===== src/design/dfr_pkg.sv =====
`default_nettype none
package dfr_pkg;

   localparam int unsigned DEF_COUNTER_BYTES      = 4;
   localparam int unsigned DEF_CONFIG_LIST_BYTES  = 4;
   localparam int unsigned DEF_COMMAND_LIST_BYTES = 4;

   localparam logic [7:0]  SYNC_A_BYTE  = 8'h61;
   localparam logic [7:0]  SYNC_B_BYTE  = 8'h62;
   localparam logic [7:0]  TYPE_CONFIG  = 8'h01;
   localparam logic [7:0]  TYPE_COMMAND = 8'h02;
   localparam logic [7:0]  CRC_POLY     = 8'h8C;
   localparam logic [31:0] SLOT_MASK    = 32'h07FF07FF;

   typedef enum logic [2:0] {
      KIND_COUNTER      = 3'd0,
      KIND_CONFIG_LIST  = 3'd1,
      KIND_COMMAND_LIST = 3'd2,
      KIND_COMMAND_WORD = 3'd3,
      KIND_FRAME_END    = 3'd4
   } item_kind_type;

   typedef enum logic [1:0] {
      FRAME_NONE    = 2'd0,
      FRAME_CONFIG  = 2'd1,
      FRAME_COMMAND = 2'd2
   } frame_kind_type;

   typedef enum logic [7:0] {
      PH_SYNC_A   = 8'b0000_0001,
      PH_SYNC_B   = 8'b0000_0010,
      PH_COUNTER  = 8'b0000_0100,
      PH_TYPE     = 8'b0000_1000,
      PH_CFG_LIST = 8'b0001_0000,
      PH_CMD_LIST = 8'b0010_0000,
      PH_CMD_WORD = 8'b0100_0000,
      PH_CRC      = 8'b1000_0000
   } phase_type;

   typedef struct packed {
      item_kind_type  item_kind;
      logic [4:0]     slot_index;
      logic [31:0]    word_value;
      frame_kind_type frame_kind;
      logic           crc_ok;
   } result_type;

   // Reflected CRC-8, one bit per step.
   function automatic logic [7:0] crc8_update(input logic [7:0] crc, input logic [7:0] b);
      logic [7:0] c;
      c = crc ^ b;
      for (int k = 0; k < 8; k++) begin
         c = c[0] ? ((c >> 1) ^ CRC_POLY) : (c >> 1);
      end
      return c;
   endfunction

endpackage
`default_nettype wire


===== src/design/dfr_in_stage.sv =====
`default_nettype none
module dfr_in_stage
   import dfr_pkg::*;
(
   input  wire logic       clock,
   input  wire logic       reset,
   input  wire logic       req_valid,
   output logic            req_ready,
   input  wire logic [7:0] req_rx_byte,
   input  wire logic       take,
   output logic            byte_valid,
   output logic [7:0]      byte_data
);

   logic       valid_ff, valid_in;
   logic [7:0] byte_ff;

   // Accept a new request whenever the held byte is empty or consumed now.
   assign req_ready = !valid_ff || take;
   assign valid_in  = (req_valid && req_ready) || (valid_ff && !take);

   always_ff @(posedge clock) begin
      if (reset) begin
         valid_ff <= 1'b0;
      end else begin
         valid_ff <= valid_in;
      end
   end

   always_ff @(posedge clock) begin
      if (req_valid && req_ready) begin
         byte_ff <= req_rx_byte;
      end
   end

   assign byte_valid = valid_ff;
   assign byte_data  = byte_ff;

endmodule
`default_nettype wire


===== src/design/dfr_parser.sv =====
`default_nettype none
module dfr_parser
   import dfr_pkg::*;
#(
   parameter int unsigned COUNTER_BYTES      = DEF_COUNTER_BYTES,
   parameter int unsigned CONFIG_LIST_BYTES  = DEF_CONFIG_LIST_BYTES,
   parameter int unsigned COMMAND_LIST_BYTES = DEF_COMMAND_LIST_BYTES
)
(
   input  wire logic       clock,
   input  wire logic       reset,
   input  wire logic       step,
   input  wire logic [7:0] rx_byte,
   output logic            res_valid,
   output result_type      res
);

   localparam logic [2:0] CNT_LEN = 3'(COUNTER_BYTES);
   localparam logic [2:0] CFG_LEN = 3'(CONFIG_LIST_BYTES);
   localparam logic [2:0] CMD_LEN = 3'(COMMAND_LIST_BYTES);

   phase_type      phase_ff, phase_in;
   logic [1:0]     pos_ff, pos_in;
   logic [4:0]     slot_ff, slot_in;
   logic [31:0]    pending_ff, pending_in;
   logic [31:0]    list_ff, list_in;
   logic [7:0]     crc_ff, crc_in;
   logic [31:0]    buf_ff, buf_in;
   frame_kind_type frame_ff, frame_in;

   logic [7:0]  crc_next;
   logic [31:0] buf_with_byte;
   logic [2:0]  pos_plus;
   logic [4:0]  first_slot;
   logic [4:0]  cur_slot;
   logic [31:0] pending_left;
   logic [31:0] masked_list;

   assign crc_next      = crc8_update(crc_ff, rx_byte);
   assign buf_with_byte = buf_ff | ({24'b0, rx_byte} << {pos_ff, 3'b000});
   assign pos_plus      = {1'b0, pos_ff} + 3'd1;
   assign masked_list   = list_ff & SLOT_MASK;

   // Lowest pending slot; zero when none is pending.
   always_comb begin
      first_slot = 5'd0;
      for (int i = 31; i >= 0; i--) begin
         if (pending_ff[i]) begin
            first_slot = 5'(i);
         end
      end
   end

   assign pending_left = (pos_ff == 2'd0) ? (pending_ff & (pending_ff - 32'd1)) : pending_ff;
   assign cur_slot     = (pos_ff == 2'd0) ? first_slot : slot_ff;

   always_comb begin
      phase_in   = phase_ff;
      pos_in     = pos_ff;
      slot_in    = slot_ff;
      pending_in = pending_ff;
      list_in    = list_ff;
      crc_in     = crc_ff;
      buf_in     = buf_ff;
      frame_in   = frame_ff;
      res_valid  = 1'b0;
      res.item_kind  = KIND_COUNTER;
      res.slot_index = 5'd0;
      res.word_value = 32'd0;
      res.frame_kind = frame_ff;
      res.crc_ok     = 1'b0;

      case (phase_ff)
         PH_SYNC_A: begin
            pos_in     = 2'd0;
            slot_in    = 5'd0;
            pending_in = 32'd0;
            buf_in     = 32'd0;
            frame_in   = FRAME_NONE;
            if (rx_byte == SYNC_A_BYTE) begin
               phase_in = PH_SYNC_B;
               crc_in   = crc8_update(8'd0, rx_byte);
            end else begin
               crc_in = 8'd0;
            end
         end
         PH_SYNC_B: begin
            if (rx_byte == SYNC_B_BYTE) begin
               phase_in = PH_COUNTER;
               crc_in   = crc_next;
            end else begin
               phase_in = PH_SYNC_A;
               crc_in   = 8'd0;
            end
         end
         PH_COUNTER: begin
            crc_in = crc_next;
            if (pos_plus >= CNT_LEN) begin
               res_valid      = 1'b1;
               res.item_kind  = KIND_COUNTER;
               res.word_value = buf_with_byte;
               pos_in   = 2'd0;
               buf_in   = 32'd0;
               phase_in = PH_TYPE;
            end else begin
               pos_in = pos_plus[1:0];
               buf_in = buf_with_byte;
            end
         end
         PH_TYPE: begin
            pos_in  = 2'd0;
            slot_in = 5'd0;
            buf_in  = 32'd0;
            if (rx_byte == TYPE_COMMAND) begin
               crc_in     = crc_next;
               frame_in   = FRAME_COMMAND;
               pending_in = masked_list;
               phase_in   = (masked_list != 32'd0) ? PH_CMD_WORD : PH_CRC;
            end else if (rx_byte == TYPE_CONFIG) begin
               crc_in     = crc_next;
               frame_in   = FRAME_CONFIG;
               pending_in = 32'd0;
               phase_in   = PH_CFG_LIST;
            end else begin
               // Drop the frame.
               crc_in     = 8'd0;
               frame_in   = FRAME_NONE;
               pending_in = 32'd0;
               phase_in   = PH_SYNC_A;
            end
         end
         PH_CFG_LIST: begin
            crc_in = crc_next;
            if (pos_plus >= CFG_LEN) begin
               res_valid      = 1'b1;
               res.item_kind  = KIND_CONFIG_LIST;
               res.word_value = buf_with_byte;
               pos_in   = 2'd0;
               buf_in   = 32'd0;
               phase_in = PH_CMD_LIST;
            end else begin
               pos_in = pos_plus[1:0];
               buf_in = buf_with_byte;
            end
         end
         PH_CMD_LIST: begin
            crc_in = crc_next;
            if (pos_plus >= CMD_LEN) begin
               res_valid      = 1'b1;
               res.item_kind  = KIND_COMMAND_LIST;
               res.word_value = buf_with_byte;
               list_in  = buf_with_byte;
               pos_in   = 2'd0;
               buf_in   = 32'd0;
               phase_in = PH_CRC;
            end else begin
               pos_in = pos_plus[1:0];
               buf_in = buf_with_byte;
            end
         end
         PH_CMD_WORD: begin
            crc_in     = crc_next;
            slot_in    = cur_slot;
            pending_in = pending_left;
            if (pos_ff == 2'd3) begin
               res_valid      = 1'b1;
               res.item_kind  = KIND_COMMAND_WORD;
               res.slot_index = cur_slot;
               res.word_value = buf_with_byte;
               pos_in = 2'd0;
               buf_in = 32'd0;
               if (pending_left == 32'd0) begin
                  phase_in = PH_CRC;
               end
            end else begin
               pos_in = pos_plus[1:0];
               buf_in = buf_with_byte;
            end
         end
         default: begin
            res_valid     = 1'b1;
            res.item_kind = KIND_FRAME_END;
            res.crc_ok    = (crc_ff == rx_byte);
            phase_in      = PH_SYNC_A;
         end
      endcase
   end

   always_ff @(posedge clock) begin
      if (reset) begin
         phase_ff   <= PH_SYNC_A;
         pos_ff     <= 2'd0;
         slot_ff    <= 5'd0;
         pending_ff <= 32'd0;
         list_ff    <= 32'd0;
         crc_ff     <= 8'd0;
         buf_ff     <= 32'd0;
         frame_ff   <= FRAME_NONE;
      end else if (step) begin
         phase_ff   <= phase_in;
         pos_ff     <= pos_in;
         slot_ff    <= slot_in;
         pending_ff <= pending_in;
         list_ff    <= list_in;
         crc_ff     <= crc_in;
         buf_ff     <= buf_in;
         frame_ff   <= frame_in;
      end
   end

endmodule
`default_nettype wire


===== src/design/dfr_out_stage.sv =====
`default_nettype none
module dfr_out_stage
   import dfr_pkg::*;
(
   input  wire logic        clock,
   input  wire logic        reset,
   input  wire logic        load,
   input  wire logic        load_valid,
   input  wire result_type  load_data,
   output logic             free,
   output logic             rsp_valid,
   input  wire logic        rsp_ready,
   output result_type       rsp_data
);

   logic       valid_ff, valid_in;
   result_type data_ff;

   // The register can take a new result when empty or drained this cycle.
   assign free     = !valid_ff || rsp_ready;
   assign valid_in = load ? load_valid : (valid_ff && !rsp_ready);

   always_ff @(posedge clock) begin
      if (reset) begin
         valid_ff <= 1'b0;
      end else begin
         valid_ff <= valid_in;
      end
   end

   always_ff @(posedge clock) begin
      if (load && load_valid) begin
         data_ff <= load_data;
      end
   end

   assign rsp_valid = valid_ff;
   assign rsp_data  = data_ff;

endmodule
`default_nettype wire


===== src/design/debug_frame_receiver_unit.sv =====
// Debug frame receiver: parses one received byte per request ('a','b', little-endian counter,
// type byte, then config and command lists or the command words selected by the stored list,
// then a CRC-8 byte) and returns at most one response per request: a completed word or the
// frame end with its CRC check. A request is taken every cycle while responses drain; each
// byte passes from an input register through the parser into a response register, which
// holds the response until rsp_ready takes it. While a finished response waits on rsp_ready
// the input register still takes one more request, then req_ready stays low until the
// response register drains.
`default_nettype none
module debug_frame_receiver_unit
   import dfr_pkg::*;
#(
   parameter int unsigned COUNTER_BYTES      = DEF_COUNTER_BYTES,
   parameter int unsigned CONFIG_LIST_BYTES  = DEF_CONFIG_LIST_BYTES,
   parameter int unsigned COMMAND_LIST_BYTES = DEF_COMMAND_LIST_BYTES
)
(
   input  wire logic        clock,
   input  wire logic        reset,
   input  wire logic        req_valid,
   output logic             req_ready,
   input  wire logic [7:0]  req_rx_byte,
   output logic             rsp_valid,
   input  wire logic        rsp_ready,
   output logic [2:0]       rsp_item_kind,
   output logic [4:0]       rsp_slot_index,
   output logic [31:0]      rsp_word_value,
   output logic [1:0]       rsp_frame_kind,
   output logic             rsp_crc_ok
);

   logic       byte_valid;
   logic [7:0] byte_data;
   logic       out_free;
   logic       advance;
   logic       res_valid;
   result_type res;
   result_type rsp_data;

   // Advance the held byte only when the response register can take its result.
   assign advance = byte_valid && out_free;

   dfr_in_stage u_in_stage (
      .clock       (clock),
      .reset       (reset),
      .req_valid   (req_valid),
      .req_ready   (req_ready),
      .req_rx_byte (req_rx_byte),
      .take        (advance),
      .byte_valid  (byte_valid),
      .byte_data   (byte_data)
   );

   dfr_parser #(
      .COUNTER_BYTES      (COUNTER_BYTES),
      .CONFIG_LIST_BYTES  (CONFIG_LIST_BYTES),
      .COMMAND_LIST_BYTES (COMMAND_LIST_BYTES)
   ) u_parser (
      .clock     (clock),
      .reset     (reset),
      .step      (advance),
      .rx_byte   (byte_data),
      .res_valid (res_valid),
      .res       (res)
   );

   dfr_out_stage u_out_stage (
      .clock      (clock),
      .reset      (reset),
      .load       (advance),
      .load_valid (res_valid),
      .load_data  (res),
      .free       (out_free),
      .rsp_valid  (rsp_valid),
      .rsp_ready  (rsp_ready),
      .rsp_data   (rsp_data)
   );

   assign rsp_item_kind  = rsp_data.item_kind;
   assign rsp_slot_index = rsp_data.slot_index;
   assign rsp_word_value = rsp_data.word_value;
   assign rsp_frame_kind = rsp_data.frame_kind;
   assign rsp_crc_ok     = rsp_data.crc_ok;

endmodule
`default_nettype wire

===== config.mk =====
export PLATFORM = sky130hd
export DESIGN_NAME = debug_frame_receiver_unit
export DESIGN_NICKNAME = d
export VERILOG_FILES = /design/src/design/dfr_pkg.sv /design/src/design/dfr_in_stage.sv /design/src/design/dfr_parser.sv /design/src/design/dfr_out_stage.sv /design/src/design/debug_frame_receiver_unit.sv
export SDC_FILE = /design/constraint.sdc
export NUM_CORES = 1
export LEC_CHECK = 0
export BUFFER_PORTS_ARGS = -buffer_cell sky130_fd_sc_hd__buf_2
export CAP_MARGIN = 15
export CORE_MARGIN = 3
export CORE_UTILIZATION = 35
export CTS_BUF_LIST = sky130_fd_sc_hd__clkbuf_4
export DETAILED_ROUTE_END_ITERATION = 8
export PLACE_DENSITY = 0.6
export SETUP_SLACK_MARGIN = 0.4
export SYNTH_ARGS = -nofsm -noshare
export SYNTH_HDL_FRONTEND = slang
export SYNTH_SLANG_ARGS = --single-unit

===== constraint.sdc =====
create_clock -name clock -period 3.4 [get_ports clock]
set_input_delay 0.17 -clock clock [delete_from_list [all_inputs] [get_ports clock]]
set_output_delay 0.17 -clock clock [all_outputs]
set_load 0.02 [all_outputs]

After elaboration in Yosys (flattened, before gate mapping):

Index checks and enable logic that the tools add are counted.

* logic and storage cells: 180
* output and inout bits: 45
* flip-flop bits (word level): 169
* input port bits: 12

* magnitude comparators: 1
* shift operators: 1
* muxes and demuxes: 88
* $add $sub $neg: 2
* equal/unequal tests: 19
* reduce and logical (&&, ||, !) cells: 34
* bitwise operators: 19

Operators with widths (number)
* 2-to-1 mux 8 bit: 28
* case mux 32 bit (3 select lines): 2
* 2-to-1 mux 5 bit: 34
* 2-to-1 mux 32 bit: 4
* case mux 32 bit (2 select lines): 1
* case mux 8 bit (7 select lines): 1
* NOT 2 -> 3 bit: 16
* 2-to-1 mux 39 bit: 1
* bitwise AND 32 bit: 1
* zero test 32 bit: 1
* bitwise OR 32 bit: 1
* case mux 8 bit (4 select lines): 1
* nonzero test 32 bit: 1
* left shift 8 x 5 -> 32 bit: 1
* subtractor 32 x 1 -> 32 bit (second input constant): 1
* 2-to-1 mux 27 bit: 1
* == test 8 x 7 -> 1 bit (second input constant): 3
* == test 8 x 1 -> 1 bit (second input constant): 2
* == test 8 x 2 -> 1 bit (second input constant): 2
* inequality test 2 x 1 -> 1 bit (second input constant): 6
* case mux 3 bit (4 select lines): 1
* AND reduction 2 bit: 6
* case mux 5 bit (2 select lines): 1
* == test 8 x 3 -> 1 bit (second input constant): 1
* other kinds (27): 47

Logic depth before layout (Yosys ltp):

Gate-level depths: netlist (run 1).

* word-level depth: 35
* depth in mapped cells: 13
* mapped depth without buffers: 10

Modules after synthesis:

From an unflattened synthesis (run 1), not the netlist that was laid out.

* cell total of the unflattened synthesis: 890
* area, all modules: 7921.3 µm²

Modules (own cells, without submodules)
* dfr_parser: cells an instance 828, seq. area each 2222.1 µm², instances 1, area each 6268.5 µm²
* dfr_out_stage: cells an instance 48, seq. area each 1311.3 µm², instances 1, area each 1351.3 µm²
* dfr_in_stage: cells an instance 13, seq. area each 260.2 µm², instances 1, area each 295.3 µm²
* debug_frame_receiver_unit: cells an instance 1, seq. area each 0.0 µm², instances 1, area each 6.3 µm²

Worst setup path after synthesis (run 1):

OpenSTA, ideal clock, no wires.

* path type: register to register
* start point: register u_parser.phase_ff[4]
* end point: register u_out_stage.data_ff, in the netlist u_out_stage.rsp_data[0], enable pin
* arrival: 2.514 ns
* setup time: 0.397 ns
* buffers on the path: 2
* data required time: 3.003 ns
* stages on the path, launching flop included: 10
* setup slack: 0.488 ns
* period minus slack after synthesis: 2.912 ns
* path through: dfxtp_1 clkbuf_1 nor4_1 and4b_1 clkbuf_1 nand2_1 o21a_1 nand2_1 nand2_1 inv_1

* longest elaborated chain between the ends: 4
* elaborated cells between the ends (all ways): 11
* classes of those cells: eq/ne (7); mux (1); reduce/logical (3)

Ends and longest elaborated chain
* from (decl): line dfr_parser.sv:22 `phase_type phase_ff, phase_in;`
* from (signal assigned): line dfr_parser.sv:200 `phase_ff <= phase_in;`
* == test 8 x 3 -> 1 bit, or another cell as far along: line dfr_parser.sv:73 `case (phase_ff)`
* OR reduction 3 bit (no source line)
* case mux 1 bit (3 select lines) *: line dfr_parser.sv:73
* logical AND 1 bit *: line dfr_out_stage.sv:32 `if (load && load_valid) begin`
* to (signal assigned): line dfr_out_stage.sv:33 `data_ff <= load_data;`
* to (decl): line dfr_out_stage.sv:17 `result_type data_ff;`

Every way passes the cells marked *; elsewhere a longest branch is shown, timed or not.
A chain may end at the register's enable or synchronous reset.

Worst setup path after layout (run 1):

* start point: register u_parser.pos_ff[1]
* end point: register u_parser.phase_ff[6]

* longest elaborated chain between the ends: 5
* elaborated cells between the ends (all ways): 12
* classes of those cells: add/sub (1); order compare (1); eq/ne (6); mux (1); reduce/logical (3)

Ends and longest elaborated chain
* from (decl): line dfr_parser.sv:23 `logic [1:0] pos_ff, pos_in;`
* from (signal assigned): line dfr_parser.sv:201 `pos_ff <= pos_in;`
* parallel branches: the longest is 4 deep, another holds adder 2 x 1 -> 3 bit
* AND reduction 7 bit (no source line) *

Every way passes the cells marked *.

==> results of run 1 <==
## cells by family (layout without fill, tap and decap cells)
kind of cell | after synthesis | in the layout
adders and majority gates | 6 | 6
muxes | 3 | 3
buffers and inverters | 89 | 152
DFF | 164 | 164
other | 0 | 1
AOI/OAI and AO/OA | 232 | 232
and+or+nand+nor | 342 | 342
xor gates and xnor gates | 22 | 22
## flip-flops by register name, summed over array words and instances (netlist names), 5 cells and up
register / count
u_in_stage.byte_data: 8
u_parser.slot_ff: 5
u_parser.phase_ff: 8
u_parser.pending_ff: 32
u_parser.crc_ff: 8
u_parser.list_ff: 22
u_out_stage.rsp_data: 43
u_parser.buf_ff: 32
## routing by layer
layer  wire [um]  vias to the layer above
li1            -                     3232
met2        9990                      218
met1        9840                     3165
met3        1100                       40
met5           0                        -
met4         378                        0
## where the power goes
part / switching, uW / internal [uW] / leakage (uW) / total [uW]
clock: 763 / 394 / 0.000146 / 1160
combinational: 188 / 107 / 0.00174 / 295
sequential: 23.5 / 2040 / 0.00146 / 2060
## metrics by stage
step                      utilization [%]  hold slack [ns]
after global routing                 41.3            0.151
after detailed placement             38.7            0.349
after CTS                            40.8            0.131
final                                41.3            0.144
after floorplan                         -            0.269
after global placement               38.7            0.348
## cell usage in the layout (no fill, tap or decap), types with 5 or more instances in the layout
cell type,instances
a211oi_1,30
a21oi_1,73
a22o_1,5
a22oi_1,47
a32o_1,12
a32oi_1,6
buf_2,55
buf_4,35
clkbuf_4,18
dfxtp_1,108
dfxtp_2,5
dlygate4sd3_1,11
edfxtp_1,51
inv_1,16
nand2_1,58
nand2b_1,11
nand3_1,9
nand4_1,7
nor2_1,165
nor3_1,21
nor3b_1,5
nor4_1,13
nor4_4,7
o21ai_0,18
o31ai_1,6
or3_1,5
xnor2_1,18
## cell type report
type	instances	share of cell area, %
clock inverter	14	1.68
multi-input combinational	605	41.8
timing repair buffer	101	7.32
antenna	1	0.0283
inverter	19	0.834
clock buffer	18	1.53
tap	275	3.89
sequential	164	42.9
## timing repair
| action | CTS | global route |
|---|---|---|
| pin swaps | 1 | 10 |
| buffers inserted | 2 | 4 |
| hold buffers | 11 | 0 |
| endpoints found under the hold margin | 10 | 0 |
| gates resized for setup | 6 | 21 |
| endpoints found under the setup margin | 7 | 46 |
## worst min-delay path by stage
| stage | start | endpoint | slack, ns | cells after the start |
|---|---|---|---|---|
| 6_report | reset | u_parser.pending_ff[18] | 0.14 | 2 |
| 3_3_place_gp | req_rx_byte[0] | u_in_stage.byte_data[0] | 0.35 | 1 |
| 3_5_place_dp | req_rx_byte[6] | u_in_stage.byte_data[6] | 0.35 | 1 |
| 2_1_floorplan | req_rx_byte[0] | u_in_stage.byte_data[0] | 0.27 | 0 |
| 4_1_cts | reset | u_parser.pending_ff[9] | 0.13 | 2 |
| 5_1_grt | reset | u_parser.pending_ff[10] | 0.15 | 2 |
==> flow_summary_export.csv, run 1 <==
group,metric,value,unit
setup_path,cp_slowest_stage_delay,0.51,ns
global_routing,grt_first_pass_wirelength,34500,um
floorplanning,die_y,155,um
sta,finalSetupViolCount,0,
setup_path,slowest_stage,"o41ai_1",
final_layout,syn2layout_area_growth,14.2,%
sta,worst_pin_slew,0.962,ns
yosys,async_flop_share,0,%
route,wire_per_inst,17.8,um
yosys,synth.top_cells.by_count,"166 x nor2_1, 113 x dfxtp_1, 73 x a21oi_1",
route,wl,21300,um
final_layout,multi_input_area,3700,um^2
setup_path,critPathBufInv,2,
pwr,power,3510,uW
yosys,yosys_warnings,0,
setup_path,start_kind,"flop",
route,ant_nets,0,
clock_tree,htreeDepth,4,
setup_path,cp-end-kind,"flop",
placed_design,io_buffer_count,56,
placed_design,place.gp.congestion,0.911,
sta,finalSetupTns,0,ns
clock_tree,cts_buffers,17,
global_routing,use_met2,28.9,%
route,drcViolationCount,0,
yosys,synth_ff_type,"dfxtp_1",
flow_run,drv_cap,0,
route,vias,6655,
placed_design,placed_area,8280,um^2
yosys,synth_area,7750,um^2
global_routing,grt-ovfl-total,0,
final_layout,instances_no_fill,1197,
yosys,yosysTopAreaCell,"dfxtp_1",
sta,setup_slack,0.491,ns
yosys,synth_cells,858,
final_layout,nets,923,
pwr,powerDensity,397,nW/um^2
pwr,p_leak,0.00335,uW
setup_path,crit_required,3.92,ns
sta,relSlewSlack,35.3,%
pwr,vdd_ir_drop_max,264,uV
yosys,synth_mux_area_share,0.404,%
yosys,synth_area_leaders,"dfxtp_1 29%, edfxtp_1 20%, nor2_1 8.0%",
yosys,synth_adder_area_share,0.888,%
global_routing,use_met3,3.27,%
route,firstDrtPassIters,5,
worst_hold_path,hold_path_class,"in -> reg",
floorplanning,core_area,21400,um^2
sta,finalHoldViolations,0,
yosys,synth_edf_count,51,
setup_path,critPathKind,"reg -> reg",
sta,max_freq,0.344,GHz
floorplanning,die_area,24000,um^2
clock_tree,tritoncts,"built",
yosys,yosysTopAreaCellShare,29.2,%
floorplanning,pin_count,57,
sta,rsz0062_at_grt,"yes",
setup_path,reg2reg_depth,10,
sta,drv_slew,0,
yosys,synth_cell_types,74,
yosys,synth_nets,873,
clock_tree,cts_root_buf,"clkbuf_4",
global_routing,grt_max_degree,81,
final_layout,fill_cells,2133,
setup_path,cpLargestDelayFamily,"simple AND/OR/NAND/NOR gates",
setup_path,r2r_start,"u_parser.pos_ff[1]",
status,outcome,"finished clean",
clock_tree,cts_sinks,164,
route,avgViaCountPerCell,5.56,
setup_path,critical_path_depth,10,
route,drt_iter0_drc,688,
clock_tree,cts_buffer_depth,2,
global_routing,top_usage_layer,"met2",
setup_path,crit_end,"u_parser.phase_ff[6]",
placed_design,hpwl,14600,um
floorplanning,start_util,36.2,%
global_routing,grt_util_all_layers,18.0,%
placed_design,pre_cts_ws,0.199,ns
setup_path,critPathArrivalTime,3.43,ns
yosys,synth_most_common_cell,"nor2_1",
sta,period_share,85.6,%
global_routing,grt_pass1_vias,6239,
clock_tree,cts.clk_slew.worst_paths,0.15,ns
final_layout,ff_latch_area,3800,um^2
yosys,synthXorXnorAreaFrac,2.49,%
floorplanning,num_rows,53,
placed_design,placedCellCount,1147,
yosys,synth_top_family_by_area,"simple AND/OR/NAND/NOR gates",
sta,skew,0.0272,ns
sta,finalCriticalPeriod,2.91,ns
yosys,ys_ff_latch,164,
final_layout,drive_above_1_share,17.5,%
setup_path,cp_cell_sequence,"inv_2 -> ha_4 -> nor3b_4 -> buf_4 -> nand4_1 -> or3_1 -> o41ai_1 -> a31oi_4 -> or3b_1 -> a21oi_1",
global_routing,grtUsageMet1,24.8,%
yosys,yosysSeqAreaShare,48.9,%
setup_path,crit_path_max_fanout,7,
clock_tree,clock_latency,0.60,ns
setup_path,reg2reg_slack,0.49,ns
global_routing,antenna_found_initial,1,
yosys,synth-compound-area-share,20.5,%
setup_path,crit_start,"u_parser.pos_ff[1]",
final_layout,final_cell_area,8850,um^2
setup_path,r2r-end,"u_parser.phase_ff[6]",
yosys,syn_avg_cell_area,9.03,um^2
floorplanning,dieWidth,155,um
yosys,yosys.area_share.simple,21.8,%
Power figures use the tool's default switching activity.
==> run 2, diff against run 1 <==
--- a/config.mk
+++ b/config.mk
@@ -10,8 +10,10 @@
 export CORE_MARGIN = 3
 export CORE_UTILIZATION = 35
 export CTS_BUF_LIST = sky130_fd_sc_hd__clkbuf_4
+export CTS_CLUSTER_DIAMETER = 60
 export DETAILED_ROUTE_END_ITERATION = 8
 export PLACE_DENSITY = 0.6
+export RECOVER_POWER = 25
 export SETUP_SLACK_MARGIN = 0.4
 export SYNTH_ARGS = -nofsm -noshare
 export SYNTH_HDL_FRONTEND = slang
==> constraint.sdc (replaced) <==
create_clock -name clock -period 2.77 [get_ports clock]
set_input_delay 0.1385 -clock clock [delete_from_list [all_inputs] [get_ports clock]]
set_output_delay 0.1385 -clock clock [all_outputs]
set_load 0.02 [all_outputs]
==> run 2 against run 1 <==
Against the previous run:
- the run now ends with setup timing left
- critical endpoint unchanged
- register-to-register slack worse by 0.50 ns
- final cell count increased by 8.6%
- largest cell class is now multi-input combinational cells
- clock skew is 0.011 ns lower
- wire length is 13% higher
- sequential cell count stayed put
- highest routed layer unchanged
==> flow_summary_export.csv, run 2 (synthesis results as in run 1) <==
group,metric,value,unit
status,outcome,"complete, but fails checks",
status,violations,"setup timing",
setup_path,cp_slowest_stage_delay,0.38,ns
placed_design,hpwl,15900,um
sta,drv_slew,0,
sta,finalHoldViolations,0,
setup_path,start_kind,"flop",
route,wl_met3,1310,um
route,wire_per_inst,18.5,um
route,routed.top_layer,"met4",
route,firstDrtPassIters,6,
global_routing,grt_first_pass_wirelength,37400,um
clock_tree,cts_root_buf,"clkbuf_4",
clock_tree,cts.clk_slew.worst_paths,0.15,ns
pwr,p_comb_share,11.9,%
sta,period_share,100,%
global_routing,grt_pass1_vias,6899,
pwr,powerDensity,442,nW/um^2
placed_design,io_buffer_count,56,
setup_path,slowest_stage,"dfxtp_2",
clock_tree,htreeDepth,4,
global_routing,grt_max_degree,56,
sta,rsz0062_at_grt,"yes",
clock_tree,cts_sinks,164,
setup_path,cp-end-kind,"flop",
sta,finalCriticalPeriod,2.78,ns
setup_path,critPathBufInv,3,
route,vias,7213,
setup_path,crit_path_max_fanout,6,
global_routing,antenna_found_initial,1,
floorplanning,num_rows,53,
pwr,power_switching,1260,uW
global_routing,grt_util_all_layers,19.6,%
pwr,p_int,3200,uW
pwr,p_sw_share,28.2,%
floorplanning,die_y,155,um
sta,finalSetupViolCount,2,
worst_hold_path,hold_path_class,"in -> reg",
final_layout,drive_above_1_share,24.4,%
final_layout,largest_reg_flops,43,
placed_design,place.gp.congestion,0.948,
sta,relSlewSlack,48.6,%
placed_design,placedCellCount,1221,
setup_path,cpLargestDelayFamily,"simple AND/OR/NAND/NOR gates",
route,route.met2.wl,11800,um
route,drt_iter0_drc,679,
pwr,clkPwrFrac,31.8,%
sta,skew,0.0165,ns
clock_tree,clock_latency,0.59,ns
pwr,vdd_ir_drop_max,302,uV
final_layout,nets,1026,
setup_path,critPathKind,"reg -> reg",
sta,worst_pin_slew,0.768,ns
sta,max_freq,0.360,GHz
final_layout,layout_commonest_cell,"nor2_1",
clock_tree,cts_buffer_depth,2,
route,ant_nets,0,
flow_run,drv_cap,0,
pwr,power,4460,uW
floorplanning,start_util,36.2,%
floorplanning,core_area,21400,um^2
route,wl,24000,um
setup_path,critPathArrivalTime,3.30,ns
clock_tree,tritoncts,"built",
route,drt-met1-wl,10500,um
final_layout,instances_no_fill,1300,
pwr,p_seq_share,56.3,%
route,drcViolationCount,0,
clock_tree,cts_buffers,17,
floorplanning,dieWidth,155,um
global_routing,grt-ovfl-total,0,
sta,finalSetupTns,-0.0157,ns
setup_path,crit_required,3.29,ns
route,avgViaCountPerCell,5.55,
final_layout,final_cell_mix,"161 x nor2_1, 110 x buf_4, 108 x dfxtp_1",
final_layout,fill_cells,2022,
sta,hold_ws,0.250,ns
sta,setup_slack,-0.0109,ns
final_layout,syn2layout_area_growth,30.2,%
placed_design,pre_cts_ws,-0.0999,ns
setup_path,cp_cell_sequence,"inv_6 -> ha_4 -> nor3b_4 -> buf_4 -> nand3_4 -> buf_6 -> o31ai_4 -> nand4_1 -> nor4_4 -> a31oi_4 -> or3b_1 -> a21oi_1",
floorplanning,pin_count,57,
floorplanning,die_area,24000,um^2
pwr,p_leak,0.00383,uW
==> run 2: cell types whose count changed in the layout (fill, tap and decap cells not counted), moves of 6 or more <==
| cell | delta |
|---|---|
| buf_4 | +75 |
| buf_2 | -46 |
| clkbuf_1 | +45 |
| buf_6 | +9 |
| buf_12 | +6 |
==> run 2: worst register-to-register path: stages (launching register included) <==
cell and delay, ns:
dfxtp_2 0.38, inv_6 0.08, ha_4 0.14, nor3b_4 0.22, buf_4 0.16, nand3_4 0.14
buf_6 0.18, o31ai_4 0.24, nand4_1 0.18, nor4_4 0.33, a31oi_4 0.19, or3b_1 0.39
a21oi_1 0.11
==> run 2: cell type report <==
type	instances	area [um^2]	share of cell area (%)
multi-input combinational	605	3920	38.9
inverter	19	80.1	0.793
clock inverter	15	149	1.48
antenna	1	2.50	0.0248
timing repair buffer	204	1670	16.5
clock buffer	17	128	1.26
sequential	164	3800	37.7
tap	275	344	3.41
==> run 2: power by group through the flow <==
stage / clock network, uW / registers, uW / logic (uW)
after floorplan: 0 / 2580 / 247
after global placement: 0 / 2560 / 388
after detailed placement: 0 / 2560 / 388
after CTS: 1440 / 2510 / 478
after global routing: 1540 / 2520 / 571
final: 1420 / 2510 / 530
==> run 2: what timing repair did <==
item	CTS	global route
gates resized for setup	45	43
buffers inserted	18	8
hold endpoints to repair	29	0
endpoints found under the setup margin	62	128
hold buffers	12	0
gates cloned	5	3
pin swaps	25	12
==> run 2: worst paths after layout <==
path,start,to,slack (ns),depth (start not counted)
max,u_parser.pos_ff[0],u_parser.phase_ff[6],-0.01,12
min reg2reg,u_parser.frame_ff[0],u_out_stage.rsp_data[1],0.45,0
max reg2reg,u_parser.pos_ff[0],u_parser.phase_ff[6],-0.01,12
min,req_rx_byte[0],u_in_stage.byte_data[0],0.25,2
==> run 2: per-stage QoR <==
step / utilization, % / area [um^2]
3_5_place_dp: 41.7 / 8930
4_1_cts: 45.8 / 9820
6_report: 47.1 / 10100
2_1_floorplan: - / 7830
5_1_grt: 47.1 / 10100
3_3_place_gp: 41.7 / 8930
==> run 2: layer usage <==
layer  GRT usage, %  vias up
met4           5.13        0
met1           25.6     3498
met5              0        -
li1               -     3443
met3           3.78       37
met2           33.3      235
==> run 3, diff against run 2 <==
--- a/config.mk
+++ b/config.mk
@@ -7,12 +7,14 @@
 export LEC_CHECK = 0
 export BUFFER_PORTS_ARGS = -buffer_cell sky130_fd_sc_hd__buf_2
 export CAP_MARGIN = 15
+export CELL_PAD_IN_SITES_DETAIL_PLACEMENT = 2
+export CELL_PAD_IN_SITES_GLOBAL_PLACEMENT = 2
 export CORE_MARGIN = 3
 export CORE_UTILIZATION = 35
 export CTS_BUF_LIST = sky130_fd_sc_hd__clkbuf_4
 export CTS_CLUSTER_DIAMETER = 60
 export DETAILED_ROUTE_END_ITERATION = 8
-export PLACE_DENSITY = 0.6
+export PLACE_DENSITY = 0.84
 export RECOVER_POWER = 25
 export SETUP_SLACK_MARGIN = 0.4
 export SYNTH_ARGS = -nofsm -noshare
==> run 3 against run 2 <==
Against the previous run:
- the run still ends with setup timing left
- wire length up 110%
- critical endpoint is now u_parser.phase_ff[5]
- largest power group unchanged
- highest routed layer is now met5
- register-to-register slack worse by 0.55 ns
- clock skew increased by 0.039 ns
- sequential power hardly changed
- utilization increased by 4.8 points
- combinational power up 34%
- clock power rose by 19%
- first-iteration DRC count up 42%
- global-route usage grew 11 points
- final cell count is 3.0% higher
==> flow_summary_export.csv, run 3 (synthesis results as in run 1) <==
group,metric,value,unit
status,outcome,"complete, but fails checks",
status,violations,"setup timing",
floorplanning,die_area,24000,um^2
route,avgViaCountPerCell,6.84,
global_routing,grt-ovfl-total,0,
setup_path,cp-end-kind,"flop",
setup_path,r2r-end,"u_parser.phase_ff[5]",
sta,max_freq,0.300,GHz
sta,rsz0062_at_grt,"yes",
global_routing,grt_first_pass_wirelength,56500,um
final_layout,final_cell_mix,"152 x nor2_1, 126 x buf_4, 104 x dfxtp_1",
clock_tree,cts_root_buf,"clkbuf_4",
setup_path,crit_path_max_fanout,6,
setup_path,critPathArrivalTime,3.91,ns
pwr,p_leak,0.00432,uW
floorplanning,num_rows,53,
worst_hold_path,hold_path_class,"in -> reg",
global_routing,grt_util_all_layers,30.6,%
worst_hold_path,whs_path_depth,2,
setup_path,critPathBufInv,3,
setup_path,crit_required,3.35,ns
floorplanning,start_util,36.2,%
setup_path,cpLargestDelayFamily,"simple AND/OR/NAND/NOR gates",
floorplanning,die_y,155,um
pwr,power,4930,uW
sta,period_share,120,%
route,firstDrtPassIters,5,
route,vias,9158,
setup_path,cp_slowest_stage_delay,0.49,ns
final_layout,drive_above_1_share,36.1,%
sta,hold_ws,0.191,ns
sta,skew,0.0557,ns
route,drt_iter0_drc,963,
floorplanning,pin_count,57,
clock_tree,cts_buffers,17,
global_routing,grt_pass1_vias,8862,
setup_path,start_kind,"flop",
pwr,vdd_ir_drop_max,350,uV
floorplanning,core_area,21400,um^2
sta,worst_pin_slew,1.01,ns
sta,setup_slack,-0.559,ns
placed_design,io_buffer_count,56,
final_layout,final_core_util,51.9,%
clock_tree,cts_sinks,164,
final_layout,syn2layout_area_growth,43.4,%
route,ant_nets,0,
final_layout,nets,1064,
global_routing,antenna_found_initial,5,
final_layout,layout_commonest_cell,"nor2_1",
sta,finalSetupViolCount,18,
route,drcViolationCount,0,
placed_design,place.gp.congestion,0.935,
final_layout,largest_reg_flops,43,
placed_design,pre_cts_ws,-0.228,ns
flow_run,drv_cap,0,
clock_tree,clock_latency,0.68,ns
worst_hold_path,hold_path_end,"u_in_stage.byte_data[4]",
clock_tree,htreeDepth,4,
sta,relSlewSlack,32.3,%
sta,finalCriticalPeriod,3.33,ns
setup_path,critPathKind,"reg -> reg",
route,wl,49900,um
global_routing,grt_max_degree,49,
clock_tree,cts_buffer_depth,2,
setup_path,r2r_start,"u_parser.pos_ff[1]",
sta,finalHoldViolations,0,
pwr,powerDensity,443,nW/um^2
final_layout,fill_cells,2198,
floorplanning,dieWidth,155,um
sta,drv_slew,0,
clock_tree,cts.clk_slew.worst_paths,0.22,ns
setup_path,reg2reg_slack,-0.56,ns
worst_hold_path,min_from,"req_rx_byte[4]",
setup_path,slowest_stage,"or4b_4",
route,wire_per_inst,37.2,um
setup_path,cp_cell_sequence,"inv_2 -> ha_4 -> buf_4 -> or4b_4 -> maj3_2 -> nor3_2 -> nor2_1 -> nor4_4 -> a31oi_4 -> buf_6 -> nand4bb_4 -> a21oi_2",
clock_tree,tritoncts,"built",
setup_path,reg2reg_depth,12,
placed_design,hpwl,20800,um
## run 3: cell count changes in the layout (fill, tap and decap cells not counted), sizes merged
cell	before	now
clkinvlp	3	1
inv	23	26
buf	143	174
clkbuf	65	71
bufinv	1	0
nand3	10	11
diode	1	2
## run 3: final cells by class
type	count	area (um^2)	share of cell area, %
multi-input cells	606	4450	40.0
flip-flops and latches	164	3810	34.3
repair buffers	241	2120	19.0
well taps	275	344	3.10
clock inverters	15	179	1.61
clock buffers	17	128	1.15
inverters	19	80.1	0.721
diodes	2	5.00	0.0450
## run 3: how the worst max path moves through the flow
| stage | start | to | slack [ns] | depth (start not counted) |
|---|---|---|---|---|
| finish | u_parser.pos_ff[1] | u_parser.phase_ff[5] | -0.56 | 12 |
| global route | u_parser.pos_ff[1] | u_parser.phase_ff[5] | -0.58 | 12 |
| CTS | u_parser.pos_ff[1] | u_parser.phase_ff[6] | -0.06 | 11 |
| detailed placement | u_parser.pos_ff[1] | u_parser.phase_ff[5] | -0.23 | 11 |
| global placement | u_parser.pos_ff[1] | u_parser.phase_ff[6] | 0.01 | 11 |
| floorplan | u_parser.pos_ff[0] | u_parser.phase_ff[3] | 0.07 | 12 |
## run 3: repair_timing
action | 4_1_cts | 5_1_grt
pin swaps | 20 | 69
buffers inserted | 16 | 48
resized for setup | 50 | 172
endpoints found under the setup margin | 108 | 146
hold buffers | 12 | 0
endpoints found under the hold margin | 34 | 0
gates cloned | 5 | 12
## run 3: power breakdown
| part | switching (uW) | internal, uW | leakage (uW) | total (uW) |
|---|---|---|---|---|
| combinational | 430 | 282 | 0.00270 | 712 |
| sequential | 22.9 | 2500 | 0.00146 | 2520 |
| clock | 1260 | 434 | 0.000165 | 1690 |
## run 3: stage by stage
stage	cell area (um^2)	instances	setup TNS, ns
detailed placement	8880	1212	-1.07
finish	11100	1339	-4.32
global route	11100	1339	-4.41
global placement	8880	1212	0
CTS	9800	1277	-0.197
floorplan	7830	858	0
## run 3: per-layer routing
layer | vias up | wire, um | track usage [%]
li1 | 3523 | - | -
met1 | 4571 | 17700 | 36.1
met2 | 728 | 23400 | 53.7
met3 | 332 | 4270 | 5.46
met4 | 4 | 4470 | 14.8
met5 | - | 29 | 0
